==> src/hdl/plop_pkg.sv <==
// Package for the preorder-to-level-order placer: field widths,
// configuration register indexes and the component limit.
// No dependencies.
package plop_pkg;

  localparam int COUNT_W    = 16;  // level counts, node numbers, slots
  localparam int COMP_W     = 3;   // component number within a node
  localparam int COMPS_W    = 4;   // components_per_node register
  localparam int DEST_W     = 19;  // level-order word index
  localparam int PROD_W     = 20;  // slot times components, before masking
  localparam int CFG_IDX_W  = 4;
  localparam int CFG_DATA_W = 16;

  localparam logic [COMPS_W-1:0] COMPS_MAX = 4'd8;
  localparam logic [COUNT_W-1:0] COUNT_SAT = 16'hFFFF;

  typedef logic [CFG_IDX_W-1:0] cfg_index_t;

  localparam cfg_index_t CFG_TREE_NODES = 4'd0;
  localparam cfg_index_t CFG_COMPONENTS = 4'd1;

endpackage

==> src/hdl/preorder_to_level_order_placer_unit.sv <==
// Top level of the preorder-to-level-order placer.
// Depends on plop_pkg for widths and configuration register indexes.
//
// The block takes the component words of binary tree nodes in depth-first
// preorder and gives each word its word index in breadth-first layout
// (slot * components_per_node + component), with the word passed through and
// tree_done set on the last word of each subtree. Level L starts at slot
// 2^L - 1; a per-level count of placed nodes lives in a small synchronous
// memory with a registered read. The first word of every node except the
// first node of a subtree takes a read-modify-write of its level count:
// read the level count, then increment, write back and place the word, with
// the input stalled meanwhile. Every other word is placed as it is accepted.
// Level climbing after a node runs as one combinational priority search over
// a parity bit per level. Valid bits per level make an unwritten count read
// as its reset value (one for level zero, zero elsewhere), and the end of a
// subtree clears them at once: no clearing pass is needed. Configuration is
// accepted every cycle and must be written only while the block is idle.
module preorder_to_level_order_placer_unit
  import plop_pkg::*;
#(
  parameter int MAX_LEVELS = 16,
  parameter int WORD_WIDTH = 32
) (
  input  logic                   clk,
  input  logic                   rst_n,
  // input channel
  input  logic                   in_valid,
  output logic                   in_stall,
  input  logic [WORD_WIDTH-1:0]  in_word_value,
  // result channel
  output logic                   out_valid,
  input  logic                   out_stall,
  output logic [DEST_W-1:0]      out_dest_index,
  output logic [WORD_WIDTH-1:0]  out_out_value,
  output logic                   out_tree_done,
  // configuration write channel
  input  logic                   cfg_valid,
  output logic                   cfg_ready,
  input  cfg_index_t             cfg_index,
  input  logic [CFG_DATA_W-1:0]  cfg_data
);

  localparam int LVL_W  = (MAX_LEVELS > 1) ? $clog2(MAX_LEVELS) : 1;
  localparam int PASS_W = (WORD_WIDTH < 32) ? WORD_WIDTH : 32;

  // Level zero starts out with a count of one, all others at zero.
  localparam logic [MAX_LEVELS-1:0] ODD_RESET = MAX_LEVELS'(1);

  typedef enum logic [0:0] {
    S_IDLE,
    S_RMW
  } state_t;

  state_t                  state_r, state_nxt;

  logic [COUNT_W-1:0]      tree_nodes_r;
  logic [COMPS_W-1:0]      comps_cfg_r;

  logic [LVL_W-1:0]        lvl_r, lvl_nxt;
  logic [COUNT_W-1:0]      node_r, node_nxt;
  logic [COMP_W-1:0]       comp_r, comp_nxt;
  logic [COUNT_W-1:0]      slot_r;
  logic [MAX_LEVELS-1:0]   cnt_valid_r;
  logic [MAX_LEVELS-1:0]   odd_r, odd_nxt;
  logic [WORD_WIDTH-1:0]   word_r;

  logic                    out_valid_r;
  logic [DEST_W-1:0]       out_dest_r;
  logic [WORD_WIDTH-1:0]   out_value_r;
  logic                    out_done_r;

  // Level count memory
  logic [COUNT_W-1:0]      count_mem [MAX_LEVELS];
  logic [COUNT_W-1:0]      rd_data_r;

  logic [COUNT_W-1:0]      size;
  logic [COMPS_W-1:0]      comps;
  logic                    out_free;
  logic                    in_xfer;
  logic                    need_rmw;
  logic                    fire;
  logic                    in_rmw;
  logic [COUNT_W-1:0]      cnt_cur;
  logic [COUNT_W-1:0]      cnt_inc;
  logic [COUNT_W:0]        start_ext;
  logic [COUNT_W-1:0]      rmw_slot;
  logic [COUNT_W-1:0]      slot_use;
  logic [WORD_WIDTH-1:0]   word_use;
  logic [PROD_W-1:0]       dest_full;
  logic                    last_word;
  logic                    last_node;
  logic [COUNT_W+1:0]      deeper_start;
  logic                    descend;
  logic [LVL_W-1:0]        climb_lvl;
  logic [LVL_W-1:0]        adv_lvl;

  // Configuration: always ready, takes effect at once.
  assign cfg_ready = 1'b1;

  // Register values as the stepping logic sees them.
  assign size  = (tree_nodes_r == '0) ? COUNT_W'(1) : tree_nodes_r;
  assign comps = (comps_cfg_r == '0)      ? COMPS_W'(1) :
                 (comps_cfg_r > COMPS_MAX) ? COMPS_MAX : comps_cfg_r;

  // Accept a word only in IDLE and only when the output register empties.
  assign out_free = !out_valid_r || !out_stall;
  assign in_stall = !((state_r == S_IDLE) && out_free);
  assign in_xfer  = in_valid && !in_stall;
  assign in_rmw   = (state_r == S_RMW);

  // The first word of a non-first node must fetch its level count.
  assign need_rmw = (comp_r == '0) && (node_r != '0);
  assign fire     = in_rmw || (in_xfer && !need_rmw);

  // Count as read, with unwritten levels giving their reset value.
  assign cnt_cur = cnt_valid_r[lvl_r] ? rd_data_r :
                   ((lvl_r == '0) ? COUNT_W'(1) : COUNT_W'(0));
  assign cnt_inc = (cnt_cur == COUNT_SAT) ? cnt_cur : cnt_cur + COUNT_W'(1);

  // Level start 2^L - 1; levels at or beyond 16 wrap to all ones.
  assign start_ext = ((COUNT_W+1)'(1) << lvl_r) - (COUNT_W+1)'(1);
  assign rmw_slot  = start_ext[COUNT_W-1:0] + cnt_cur;

  // Within a node keep the slot; the first node always sits in slot zero.
  assign slot_use = in_rmw ? rmw_slot : ((comp_r == '0) ? '0 : slot_r);
  assign word_use = in_rmw ? word_r : in_word_value;

  assign dest_full = PROD_W'(slot_use) * PROD_W'(comps) + PROD_W'(comp_r);

  assign last_word = ({1'b0, comp_r} + COMPS_W'(1)) >= comps;
  assign last_node = ({1'b0, node_r} + (COUNT_W+1)'(1)) >= {1'b0, size};

  // Parity per level after this node's count update.
  always_comb begin
    odd_nxt = odd_r;
    if (in_rmw) begin
      odd_nxt[lvl_r] = cnt_inc[0];
    end
  end

  // Descend if the next level starts inside the subtree.
  assign deeper_start = ((COUNT_W+2)'(1) << ((COUNT_W+2)'(lvl_r) + (COUNT_W+2)'(1)))
                        - (COUNT_W+2)'(1);
  assign descend = (deeper_start < {2'b00, size}) &&
                   ((32'(lvl_r) + 32'd1) < 32'(MAX_LEVELS));

  // Climb to the deepest level at or above the current one with an odd
  // count, stopping at the root.
  always_comb begin
    climb_lvl = '0;
    for (int j = 1; j < MAX_LEVELS; j++) begin
      if ((LVL_W'(j) <= lvl_r) && odd_nxt[j]) begin
        climb_lvl = LVL_W'(j);
      end
    end
  end

  assign adv_lvl = descend ? lvl_r + LVL_W'(1) : climb_lvl;

  // Next tree position after the word that fires.
  always_comb begin
    lvl_nxt   = lvl_r;
    node_nxt  = node_r;
    comp_nxt  = comp_r;
    state_nxt = state_r;
    case (state_r)
      S_IDLE: begin
        if (in_xfer && need_rmw) begin
          state_nxt = S_RMW;
        end
      end
      S_RMW: begin
        state_nxt = S_IDLE;
      end
      default: begin
        state_nxt = S_IDLE;
      end
    endcase
    if (fire) begin
      if (last_word) begin
        if (last_node) begin
          lvl_nxt  = '0;
          node_nxt = '0;
          comp_nxt = '0;
        end else begin
          lvl_nxt  = adv_lvl;
          node_nxt = node_r + COUNT_W'(1);
          comp_nxt = '0;
        end
      end else begin
        comp_nxt = comp_r + COMP_W'(1);
      end
    end
  end

  // Count memory: registered read at the current level, write back in RMW.
  always_ff @(posedge clk) begin
    rd_data_r <= count_mem[lvl_r];
    if (in_rmw) begin
      count_mem[lvl_r] <= cnt_inc;
    end
  end

  // State, tree position, level flags and the output register.
  always_ff @(posedge clk) begin
    if (!rst_n) begin
      state_r      <= S_IDLE;
      tree_nodes_r <= COUNT_W'(1);
      comps_cfg_r  <= COMPS_W'(1);
      lvl_r        <= '0;
      node_r       <= '0;
      comp_r       <= '0;
      cnt_valid_r  <= '0;
      odd_r        <= ODD_RESET;
      out_valid_r  <= 1'b0;
    end else begin
      state_r <= state_nxt;
      lvl_r   <= lvl_nxt;
      node_r  <= node_nxt;
      comp_r  <= comp_nxt;

      if (cfg_valid && cfg_ready) begin
        case (cfg_index)
          CFG_TREE_NODES: tree_nodes_r <= cfg_data;
          CFG_COMPONENTS: comps_cfg_r  <= cfg_data[COMPS_W-1:0];
          default: ;
        endcase
      end

      // End of subtree: drop every count back to its reset value.
      if (fire && last_word && last_node) begin
        cnt_valid_r <= '0;
        odd_r       <= ODD_RESET;
      end else if (in_rmw) begin
        cnt_valid_r[lvl_r] <= 1'b1;
        odd_r              <= odd_nxt;
      end

      if (fire) begin
        out_valid_r <= 1'b1;
      end else if (!out_stall) begin
        out_valid_r <= 1'b0;
      end

      // Payload registers, not reset.
      if (in_xfer) begin
        word_r <= in_word_value;
      end
      if (fire) begin
        slot_r      <= slot_use;
        out_dest_r  <= dest_full[DEST_W-1:0];
        out_value_r <= WORD_WIDTH'(word_use[PASS_W-1:0]);
        out_done_r  <= last_word && last_node;
      end
    end
  end

  assign out_valid      = out_valid_r;
  assign out_dest_index = out_dest_r;
  assign out_out_value  = out_value_r;
  assign out_tree_done  = out_done_r;

  // No word is taken while a count read-modify-write is in flight.
  a_no_accept_in_rmw : assert property (@(posedge clk) disable iff (!rst_n)
    in_rmw |-> in_stall)
    else $error("input transfer during count update");

  // A count fetch only happens for the first word of a non-first node.
  a_rmw_first_word : assert property (@(posedge clk) disable iff (!rst_n)
    in_rmw |-> (comp_r == '0) && (node_r != '0))
    else $error("count update outside a node's first word");

  // After the last word of a subtree the position starts over.
  a_restart_after_done : assert property (@(posedge clk) disable iff (!rst_n)
    (fire && last_word && last_node) |=>
      (node_r == '0) && (comp_r == '0) && (lvl_r == '0) && (cnt_valid_r == '0))
    else $error("state not cleared after subtree");

  // The level never runs past the deepest one.
  a_level_range : assert property (@(posedge clk) disable iff (!rst_n)
    32'(lvl_r) < 32'(MAX_LEVELS))
    else $error("level out of range");

endmodule

==> config.mk <==
export PLATFORM = sky130hd
export DESIGN_NAME = preorder_to_level_order_placer_unit
export DESIGN_NICKNAME = d
export VERILOG_FILES = /design/src/hdl/plop_pkg.sv /design/src/hdl/preorder_to_level_order_placer_unit.sv
export SDC_FILE = /design/constraint.sdc
export NUM_CORES = 1
export LEC_CHECK = 0
export ABC_CLOCK_PERIOD_IN_PS = 10200
export BUFFER_PORTS_ARGS = -buffer_cell sky130_fd_sc_hd__buf_4
export CORE_AREA = 3 3 205 207
export DETAILED_ROUTE_END_ITERATION = 10
export DIE_AREA = 0 0 208 210
export PLACE_DENSITY = 0.83
export SYNTH_ARGS = -nofsm -noshare
export SYNTH_HDL_FRONTEND = slang
export SYNTH_SLANG_ARGS = --single-unit
export TNS_END_PERCENT = 1
==> constraint.sdc <==
create_clock -name clk -period 10.2 [get_ports clk]
set_input_delay 1.02 -clock clk [delete_from_list [all_inputs] [get_ports clk]]
set_output_delay 1.02 -clock clk [all_outputs]
set_load 0.1 [all_outputs]
==> results of run 1 <==
per-stage QoR:
stage          power, mW  std cells
3_5_place_dp        3.16       2366
4_1_cts             4.86       2450
3_3_place_gp        3.13       2366
5_1_grt             5.02       2450
6_report            4.84       2450
2_1_floorplan       2.93       1781
per-layer routing:
layer | up-vias | track usage (%)
met5 | - | 0
met4 | 0 | 7.18
met3 | 97 | 4.12
met2 | 601 | 37.8
met1 | 7316 | 30.6
li1 | 6796 | -
worst max-delay path by stage:
stage                                        end  slack, ns                   from  cells after the start
finish              out_dest_index[15]$_DFFE_PP_       1.35  lvl_r[0]$_SDFFE_PN0P_                     29
global route        out_dest_index[17]$_DFFE_PP_       0.58  lvl_r[0]$_SDFFE_PN0P_                     29
CTS                 out_dest_index[15]$_DFFE_PP_       1.43  lvl_r[0]$_SDFFE_PN0P_                     29
detailed placement  out_dest_index[15]$_DFFE_PP_       1.46  lvl_r[0]$_SDFFE_PN0P_                     29
global placement    out_dest_index[17]$_DFFE_PP_       1.62  lvl_r[0]$_SDFFE_PN0P_                     29
floorplan           out_dest_index[17]$_DFFE_PP_       2.63  lvl_r[0]$_SDFFE_PN0P_                     33
registers in the layout, indices dropped and copies added (netlist names), 4 cells and up:
name / cells
lvl_r: 4
rd_data_r: 16
tree_nodes_r: 16
node_r: 16
out_out_value: 32
count_mem: 256
odd_r: 15
slot_r: 16
out_dest_index: 19
cnt_valid_r: 16
comps_cfg_r: 4
word_r: 32
synthesized netlist by cell type (all sizes together) (16+ instances only):
cell      n  area share [%]
nand2   133             2.3
mux2i    70             3.2
dfxtp    92             8.3
clkbuf   69             1.2
and3     25            0.70
a21o     28            0.95
o22ai    21            0.59
a22oi    16            0.54
buf      16            0.41
fa       30             2.7
ha      112             6.3
a211oi   17            0.58
mux2     36             1.8
edfxtp  356              48
inv     100             1.7
a21boi   25            0.85
nor2b    20            0.56
nor3     20            0.50
mux4     36             3.7
o221ai   33             1.3
nand3    31            0.70
nor2    179             3.1
a21oi    62             1.4
xor2     24            0.95
xnor2    46             1.8
o21ai    53             1.2
critical path, delay by kind of cell, from the launching register on:
kind / cells / cell delay, ns
AOI/OAI and AO/OA: 13 / 3.82
xor gates and xnor gates: 2 / 0.18
buffers and inverters: 4 / 0.19
adders and majority gates: 7 / 2.60
muxes: 1 / 0.39
and+or+nand+nor: 2 / 0.37
DFF: 1 / 1.02
placed cells by master, fill, tap and decap left out, types with 50 or more instances in the layout:
| cell type | Yosys | final |
|---|---|---|
| a21oi_1 | 61 | 61 |
| buf_4 | 2 | 138 |
| dfxtp_1 | 92 | 89 |
| edfxtp_1 | 356 | 356 |
| ha_1 | 112 | 112 |
| inv_1 | 98 | 98 |
| mux2i_1 | 70 | 70 |
| nand2_1 | 133 | 133 |
| nor2_1 | 176 | 174 |
| o21ai_0 | 50 | 50 |
power breakdown:
| group | total [mW] | internal [mW] | switching [mW] |
|---|---|---|---|
| clock network | 1.71 | 0.988 | 0.717 |
| logic | 0.950 | 0.300 | 0.650 |
| registers | 2.18 | 2.11 | 0.0773 |
logic make-up after synthesis:
group | after synthesis
muxes | 142
buffers and inverters | 185
xor gates and xnor gates | 70
other | 1
DFF | 448
adders and majority gates | 142
and+or+nand+nor | 465
AOI/OAI and AO/OA | 328
layout make-up:
class	instances	area share, %
tap	532	2.65
inverter	100	1.49
timing repair buffer	138	4.12
clock buffer	55	5.00
clock inverter	29	1.17
sequential	448	49.9
multi-input combinational	1148	35.7
==> metrics.md, run 1 <==
| Metric | Value |
|---|---|
| Status | complete, no violations |
| I/O Buffers | 110 |
| Crit path capture type | flop |
| Final net count | 2,080 |
| Data required time of the worst path | roughly 11 ns |
| FF-to-FF Start | lvl_r[0]$_SDFFE_PN0P_ |
| Crit path largest cell delay | roughly 1.0 ns |
| Antenna cells | 0 |
| H-tree depth | 2 |
| Hold crit path type | flop to flop |
| Post-route setup slack | 1.35 ns |
| Post-layout instance area | between 0.02 and 0.03 mm² |
| Skew-Pair Late Insertion Delay | 0.59 ns |
| RSZ-0062 raised after global routing | false |
| Wire length on met1 | 20,800 µm |
| Clock-pin slew on the worst setup and hold paths | 0.06 ns |
| Xor and xnor area share after synthesis | 2.76% |
| Critical Path AT | 9.17 ns |
| Final ANT Viol Nets | 0 |
| Final core area utilization | 62.0% |
| EDFF count, synth | 356 |
| Post-Synthesis Cells | between 1,500 and 2,000 |
| Die area | 0.0437 mm² |
| Critical Path Slowest Stage Cell | dfxtp_4 |
| Minimum clock period | ~8.8 ns |
| P&R area growth vs syn | 13.3% |
| Pin count of the biggest net entering global routing | 66 |
| Mux contribution to synthesized area | between 8 and 9% |
| Mapped Area | 0.0222 mm² |
| Vias in the first global route | 15,100 |
| Sequential share of the synthesized area | 56.5% |
| Initial Util | 54.7% |
| R2R Setup Slk | 1.35 ns |
| Global-route usage over all layers | 22.6% |
| Pwr Density | 193 mW/mm² |
| Main combinational cell family by area after synthesis | compound AO/OA/AOI/OAI gates |
| Multi-input gate area | ~0.009 mm² |
| Setup Buffers After CTS | 0 |
| DR vias/cell | between 6 and 7 |
| Antenna violations before repair | 0 |
| Ys async rst share | 0% |
| Rel. slew slack | roughly 20% |
| Layout cells sized above 1 | 16.4% |
| Syn avg cell area | roughly 12 µm² |
| Synth warn | 0 |
| TritonRoute pass-1 iters | 6 |
| Grt total ovfl | 0 |
| Met2 wire length | 24,100 µm |
| Simple-Gate Fraction of Synth Area | 9.58% |
| Syn Nets | 1,980 |
| Via count | roughly 15,000 |
| Cts hold-fix bufs | 0 |
| Per-cell routed wire length | 20.4 µm |
| Rows | 74 |
| Maxcap violations | 0 |
| Hold_ws | 0.472 ns |
| Maximum vdd ir drop | 170 µV |
| RD Place Congestion | a little over 0.9 |
| Startpoint class of the critical path | flop |
| Worst r2r dst | out_dest_index[15]$_DFFE_PP_ |
| Setup TNS | 0 ns |
| Post-synthesis compound-gate area fraction | 10.2% |
| Seq cells post-synth | approximately 450 |
| Clock Skew | 0.0283 ns |
| Hold Path Stages | 2 |
| CTS Buffer Depth | 3 |
| Top Ports | 112 |
| First-pass GRT wire length | 80,000 µm |
| Distinct cells, synth | 73 |
| Die height | 210 µm |
| Hpwl dp | 32,400 µm |
| Setup CP Type | flop to flop |
| CTS tree | built |
| Dpl ws | 1.46 ns |
| Adder-Cell Fraction of Synth Area | 9.02% |
| Final wirelength | 49,900 µm |
| Placed Area | 0.0236 mm² |
| Leak | approximately 9.4 nW |
| CTS resizes | 0 |
| Slew @ Worst Pin | 1.19 ns |
| Met3 WL | ~3600 µm |
| CP Max Fanout | 57 |
| Filler cells | 3,010 |
| Total CTS buffers | 45 |
| Period utilisation layout | 86.8% |
| Register area | 0.0125 mm² |
| Register-to-Register Path Depth | 29 |
| Die Width | 208 µm |
| Endpoints failing hold | 0 |
| DRC Markers | 0 |
| Fmax achieved | 113 MHz |
| Hold Crit Start | cnt_valid_r[15]$_SDFFE_PP0P_ |
| Setup violators final | 0 |
| Core Box Area | 0.0406 mm² |
| TritonCTS sink count | 448 |
| Top layer in use | met4 |
| Top_reg_cell synth | edfxtp_1 |
| Slew Viols, Final | 0 |
| CTS root buf | clkbuf_16 |
| 1st-iter DRT viols | 1,444 |
| Hold Path Sink | cnt_valid_r[15]$_SDFFE_PP0P_ |
Note: power is estimated with default switching activity, not from simulation.
==> run 2: changes to the inputs <==
Settings changed: RECOVER_POWER from default to 25.
==> metrics.md, run 2 (synthesized netlist as in run 1, its figures left out) <==
| Metric | Value |
|---|---|
| Grt met2 use | 37.8% |
| H-tree depth | 2 |
| Setup Buffers After CTS | 0 |
| TritonCTS sink count | 448 |
| Final ANT Viol Nets | 0 |
| DRC Markers | 0 |
| Antenna cells | 0 |
| Data required time of the worst path | between 10 and 15 ns |
| CTS tree | built |
| Crit path largest cell delay | 1.02 ns |
| Final wirelength | 49,900 µm |
| Final net count | 2,080 |
| CTS Buffer Depth | 3 |
| I/O Buffers | 110 |
| CP Max Fanout | 57 |
| Via count | 14,800 |
| Setup violators final | 0 |
| RSZ-0062 raised after global routing | false |
| Rows | 74 |
| Logic pwr share | 19.2% |
| CTS resizes | 0 |
| Hold crit path type | flop to flop |
| DR vias/cell | 6.05 |
| CTS root buf | clkbuf_16 |
| Die Width | 208 µm |
| Antenna violations before repair | 0 |
| Setup CP Type | flop to flop |
| Fmax achieved | 113 MHz |
| Skew-Pair Late Insertion Delay | 0.59 ns |
| Minimum clock period | 8.85 ns |
| Leak | 9.12 nW |
| Placed cell count | 2,366 |
| Switch share | a little under a third |
| Vias in the first global route | about 15,000 |
| Critical Path Slowest Stage Cell | dfxtp_4 |
| Layout cells sized above 1 | between 10% and 20% |
| Initial Util | a little over half |
| Die height | 210 µm |
| Met3 Track Usage GR | 4.12% |
| Commonest non-fill, non-tap cell in the layout | edfxtp_1 |
| 1st-iter DRT viols | 1,517 |
| Hpwl dp | ~32,000 µm |
| Met1 Resource Use GR | between 30% and 40% |
| Rel. slew slack | -110% |
| Top reg by flops | count_mem |
| Global-route usage over all layers | 22.6% |
| Total CTS buffers | 45 |
| Critical Path AT | 9.17 ns |
| Clock-pin slew on the worst setup and hold paths | approximately 0.060 ns |
| Maximum vdd ir drop | 169 µV |
| Per-cell routed wire length | 20.4 µm |
| Pint | 3.37 mW |
| Slew Viols, Final | 189 |
| Die area | ~0.044 mm² |
| Max reg flops | ~260 |
| Reg power frac | 45.4% |
| Slew @ Worst Pin | 3.16 ns |
| Clock Skew | roughly 0.027 ns |
| Endpoints failing hold | 0 |
| Part of the total power dissipated in the clock network | around 35% |
| TritonRoute pass-1 iters | 6 |
| Grt total ovfl | 0 |
| Period utilisation layout | 86.7% |
| Core Box Area | 0.0406 mm² |
| P&R area growth vs syn | 11.8% |
| Maxcap violations | 6 |
| Crit path capture type | flop |
| Setup TNS | 0 ns |
| GRT Max-Usage Layer | met2 |
| Highest-count cells in the layout ignoring fill and taps | edfxtp_1, nor2_1, nand2_1 |
| Violated checks | max-capacitance violations, max-slew violations |
| Cts hold-fix bufs | 0 |
| P_sw | 1.45 mW |
| Top Ports | 112 |
| First-pass GRT wire length | around 80,000 µm |
| Pwr Density | 194 mW/mm² |
| Status | finished with violations |
| Pin count of the biggest net entering global routing | 66 |
| RD Place Congestion | 0.923 |
| Post-Layout Cell Count | 2,450 |
| Startpoint class of the critical path | flop |
## run 2: critical path, delay by kind of cell (launching register included)
kind            cells  cell delay (ns)
compound gates     13             3.78
fa+ha+maj           7             2.60
flops               1             1.02
mux                 1             0.39
simple gates        2             0.39
buf+inv             4             0.19
xor+xnor            2             0.18
## run 2: metrics by stage
| step | utilization (%) | hold slack (ns) | cell area [µm²] | total power [mW] | setup slack (ns) |
|---|---|---|---|---|---|
| 3_3_place_gp | 58.1 | 0.446 | 23600 | 3.13 | 1.62 |
| 5_1_grt | 61.2 | 0.508 | 24800 | 4.99 | 0.542 |
| 3_5_place_dp | 58.1 | 0.460 | 23600 | 3.16 | 1.46 |
| 4_1_cts | 62.0 | 0.474 | 25100 | 4.86 | 1.43 |
| 6_report | 61.2 | 0.474 | 24800 | 4.81 | 1.35 |
| 2_1_floorplan | - | 0.435 | 22200 | 2.93 | 2.63 |
## run 2: power by group through the flow
stage / Combinational [mW] / Sequential, mW / Clock [mW]
global route: 1.00 / 2.19 / 1.80
global placement: 0.921 / 2.21 / 0
CTS: 0.948 / 2.18 / 1.73
detailed placement: 0.942 / 2.22 / 0
finish: 0.923 / 2.18 / 1.70
floorplan: 0.511 / 2.42 / 0
## run 2: metal layers
metal | routed length, µm | vias up
li1 | - | 6796
met1 | 20700 | 7262
met2 | 23900 | 653
met3 | 3890 | 105
met4 | 1420 | 0
met5 | 0 | -
## run 2: area by class of cell
cell class / instances / area (µm²)
clock buffers: 55 / 1260
well taps: 532 / 666
repair buffers: 138 / 732
flip-flops and latches: 448 / 12500
multi-input cells: 1148 / 8950
fillers: 3093 / 15700
inverters: 100 / 375
clock inverters: 29 / 293
## run 2: path summary, 6_finish.rpt
| kind | startpoint | end | slack [ns] | cells after the start |
|---|---|---|---|---|
| setup reg to reg | lvl_r[0]$_SDFFE_PN0P_ | out_dest_index[15]$_DFFE_PP_ | 1.35 | 29 |
| setup / recovery | lvl_r[0]$_SDFFE_PN0P_ | out_dest_index[15]$_DFFE_PP_ | 1.35 | 29 |
| hold reg to reg | cnt_valid_r[15]$_SDFFE_PP0P_ | cnt_valid_r[15]$_SDFFE_PP0P_ | 0.47 | 2 |
| hold / removal | cnt_valid_r[15]$_SDFFE_PP0P_ | cnt_valid_r[15]$_SDFFE_PP0P_ | 0.47 | 2 |
==> run 3: changes to the inputs <==
--- a/config.mk
+++ b/config.mk
@@ -6,9 +6,9 @@
 export NUM_CORES = 1
 export LEC_CHECK = 0
-export ABC_CLOCK_PERIOD_IN_PS = 10200
+export ABC_CLOCK_PERIOD_IN_PS = 9300
 export BUFFER_PORTS_ARGS = -buffer_cell sky130_fd_sc_hd__buf_4
-export CORE_AREA = 3 3 205 207
+export CORE_AREA = 4 4 206 208
 export DETAILED_ROUTE_END_ITERATION = 10
-export DIE_AREA = 0 0 208 210
+export DIE_AREA = 0 0 210 212
 export PLACE_DENSITY = 0.83
 export RECOVER_POWER = 25
==> constraint.sdc (replaced) <==
create_clock -name clk -period 9.3 [get_ports clk]
set_input_delay 0.93 -clock clk [delete_from_list [all_inputs] [get_ports clk]]
set_output_delay 0.93 -clock clk [all_outputs]
set_load 0.01 [all_outputs]
==> metrics.md, run 3 (synthesized netlist as in run 1, its figures left out) <==
| Metric | Value |
|---|---|
| Pwr Density | 202 mW/mm² |
| Setup violators final | 0 |
| Final ANT Viol Nets | 0 |
| Die Width | 210 µm |
| Period utilisation layout | 88.7% |
| Fmax achieved | 121 MHz |
| P&R area growth vs syn | 11.8% |
| Crit path largest cell delay | roughly 0.61 ns |
| Pin count of the biggest net entering global routing | 65 |
| RD Place Congestion | just over 0.9 |
| Top reg by flops | count_mem |
| CTS root buf | clkbuf_16 |
| Layout cells sized above 1 | 11.9% |
| Maximum vdd ir drop | 139 µV |
| Final wirelength | 49,700 µm |
| Die height | ~210 µm |
| Total CTS buffers | 44 |
| CTS Buffer Depth | 3 |
| Hold_ws | 0.472 ns |
| Violated checks | max-capacitance violations, max-slew violations |
| R2R Setup Slk | 1.05 ns |
| Via count | around 15,000 |
| Overall power | 5.01 mW |
| Initial Util | between 50% and 60% |
| Data required time of the worst path | 9.63 ns |
| CTS resizes | 0 |
| Top Ports | 112 |
| Wire length on met1 | 20,600 µm |
| Slew @ Worst Pin | about 3.3 ns |
| Hold crit path type | flop to flop |
| Minimum clock period | roughly 8.3 ns |
| CTS tree | built |
| Top layer in use | met4 |
| H-tree depth | 2 |
| Met2 wire length | 23,700 µm |
| Leak | just over 9 nW |
| I/O Buffers | 110 |
| Final net count | 2,083 |
| Maxcap violations | 8 |
| First-pass GRT wire length | 78,900 µm |
| Global-route usage over all layers | 22.1% |
| RSZ-0062 raised after global routing | false |
| Hpwl dp | 32,100 µm |
| Critical Path AT | approximately 8.6 ns |
| Setup Buffers After CTS | 0 |
| Status | finished with violations |
| Slew Viols, Final | 211 |
| DR vias/cell | 6.01 |
| TritonRoute pass-1 iters | 6 |
| Clock Skew | roughly 0.022 ns |
| Antenna cells | 0 |
| Cts hold-fix bufs | 0 |
| Skew-Pair Late Insertion Delay | 0.59 ns |
| Rel. slew slack | -118% |
| Die area | 0.0445 mm² |
| Endpoints failing hold | 0 |
| Clock-pin slew on the worst setup and hold paths | 0.06 ns |
| Crit path capture type | flop |
| Critical Path Slowest Stage Cell | dfxtp_2 |
| Rows | 74 |
| 1st-iter DRT viols | 1,464 |
| Setup CP Type | flop to flop |
| TritonCTS sink count | between 400 and 500 |
| CP Max Fanout | 21 |
| Max reg flops | 256 |
| Commonest non-fill, non-tap cell in the layout | edfxtp_1 |
| Setup TNS | 0 ns |
| Per-cell routed wire length | between 20 and 25 µm |
| Highest-count cells in the layout ignoring fill and taps | edfxtp_1, nor2_1, nand2_1 |
| Vias in the first global route | roughly 15,000 |
| Antenna violations before repair | 0 |
| Core Box Area | 0.0406 mm² |
| DRC Markers | 0 |
| Startpoint class of the critical path | flop |
| Grt total ovfl | 0 |
| Filler cells | 3,065 |
| Met3 WL | 4020 µm |
[run 3: metrics by stage]
| stage | cells | setup WS, ns | utilization, % | cell area (µm²) |
|---|---|---|---|---|
| 2_1_floorplan | 1781 | 1.73 | - | 22200 |
| 3_3_place_gp | 2370 | 1.38 | 58.2 | 23600 |
| 3_5_place_dp | 2370 | 1.13 | 58.2 | 23600 |
| 4_1_cts | 2452 | 1.10 | 61.9 | 25100 |
| 5_1_grt | 2452 | 0.394 | 61.2 | 24800 |
| 6_report | 2452 | 1.05 | 61.2 | 24800 |
[run 3: where the power goes]
part	switching, mW	internal (mW)	leakage [nW]
Clock	0.771	1.07	0.723
Sequential	0.0790	2.31	3.93
Combinational	0.488	0.300	4.47
[run 3: worst paths after layout]
| check | depth (start not counted) | end | from |
|---|---|---|---|
| setup / recovery | 32 | out_dest_index[15]$_DFFE_PP_ | lvl_r[1]$_SDFFE_PN0P_ |
| hold / removal | 2 | cnt_valid_r[6]$_SDFFE_PP0P_ | cnt_valid_r[6]$_SDFFE_PP0P_ |
| setup reg to reg | 32 | out_dest_index[15]$_DFFE_PP_ | lvl_r[1]$_SDFFE_PN0P_ |
| hold reg to reg | 2 | cnt_valid_r[6]$_SDFFE_PP0P_ | cnt_valid_r[6]$_SDFFE_PP0P_ |
[run 3: cell type report]
cell class              instances  area (µm²)  area share (%)
flip-flops and latches        448       12500            50.5
multi-input cells            1148        8950            36.1
clock buffers                  57        1200            4.84
repair buffers                142         769            3.10
well taps                     532         666            2.68
inverters                     100         375            1.51
clock inverters                25         302            1.22
[run 3: critical path: cells and delay by family (launching register included)]
kind / cells / cell delay (ns)
flip-flops: 1 / 0.61
AO/OA/AOI/OAI: 14 / 3.35
buffers and inverters: 6 / 0.80
XOR/XNOR: 2 / 0.19
multiplexers: 1 / 0.13
AND/OR/NAND/NOR: 2 / 0.32
adder cells (fa/ha/maj): 7 / 2.60
[run 3: routing by layer]
| metal | track usage [%] | up-vias |
|---|---|---|
| li1 | - | 6796 |
| met1 | 30.3 | 7248 |
| met3 | 4.22 | 99 |
| met2 | 36.5 | 604 |
| met4 | 6.50 | 0 |
| met5 | 0 | - |
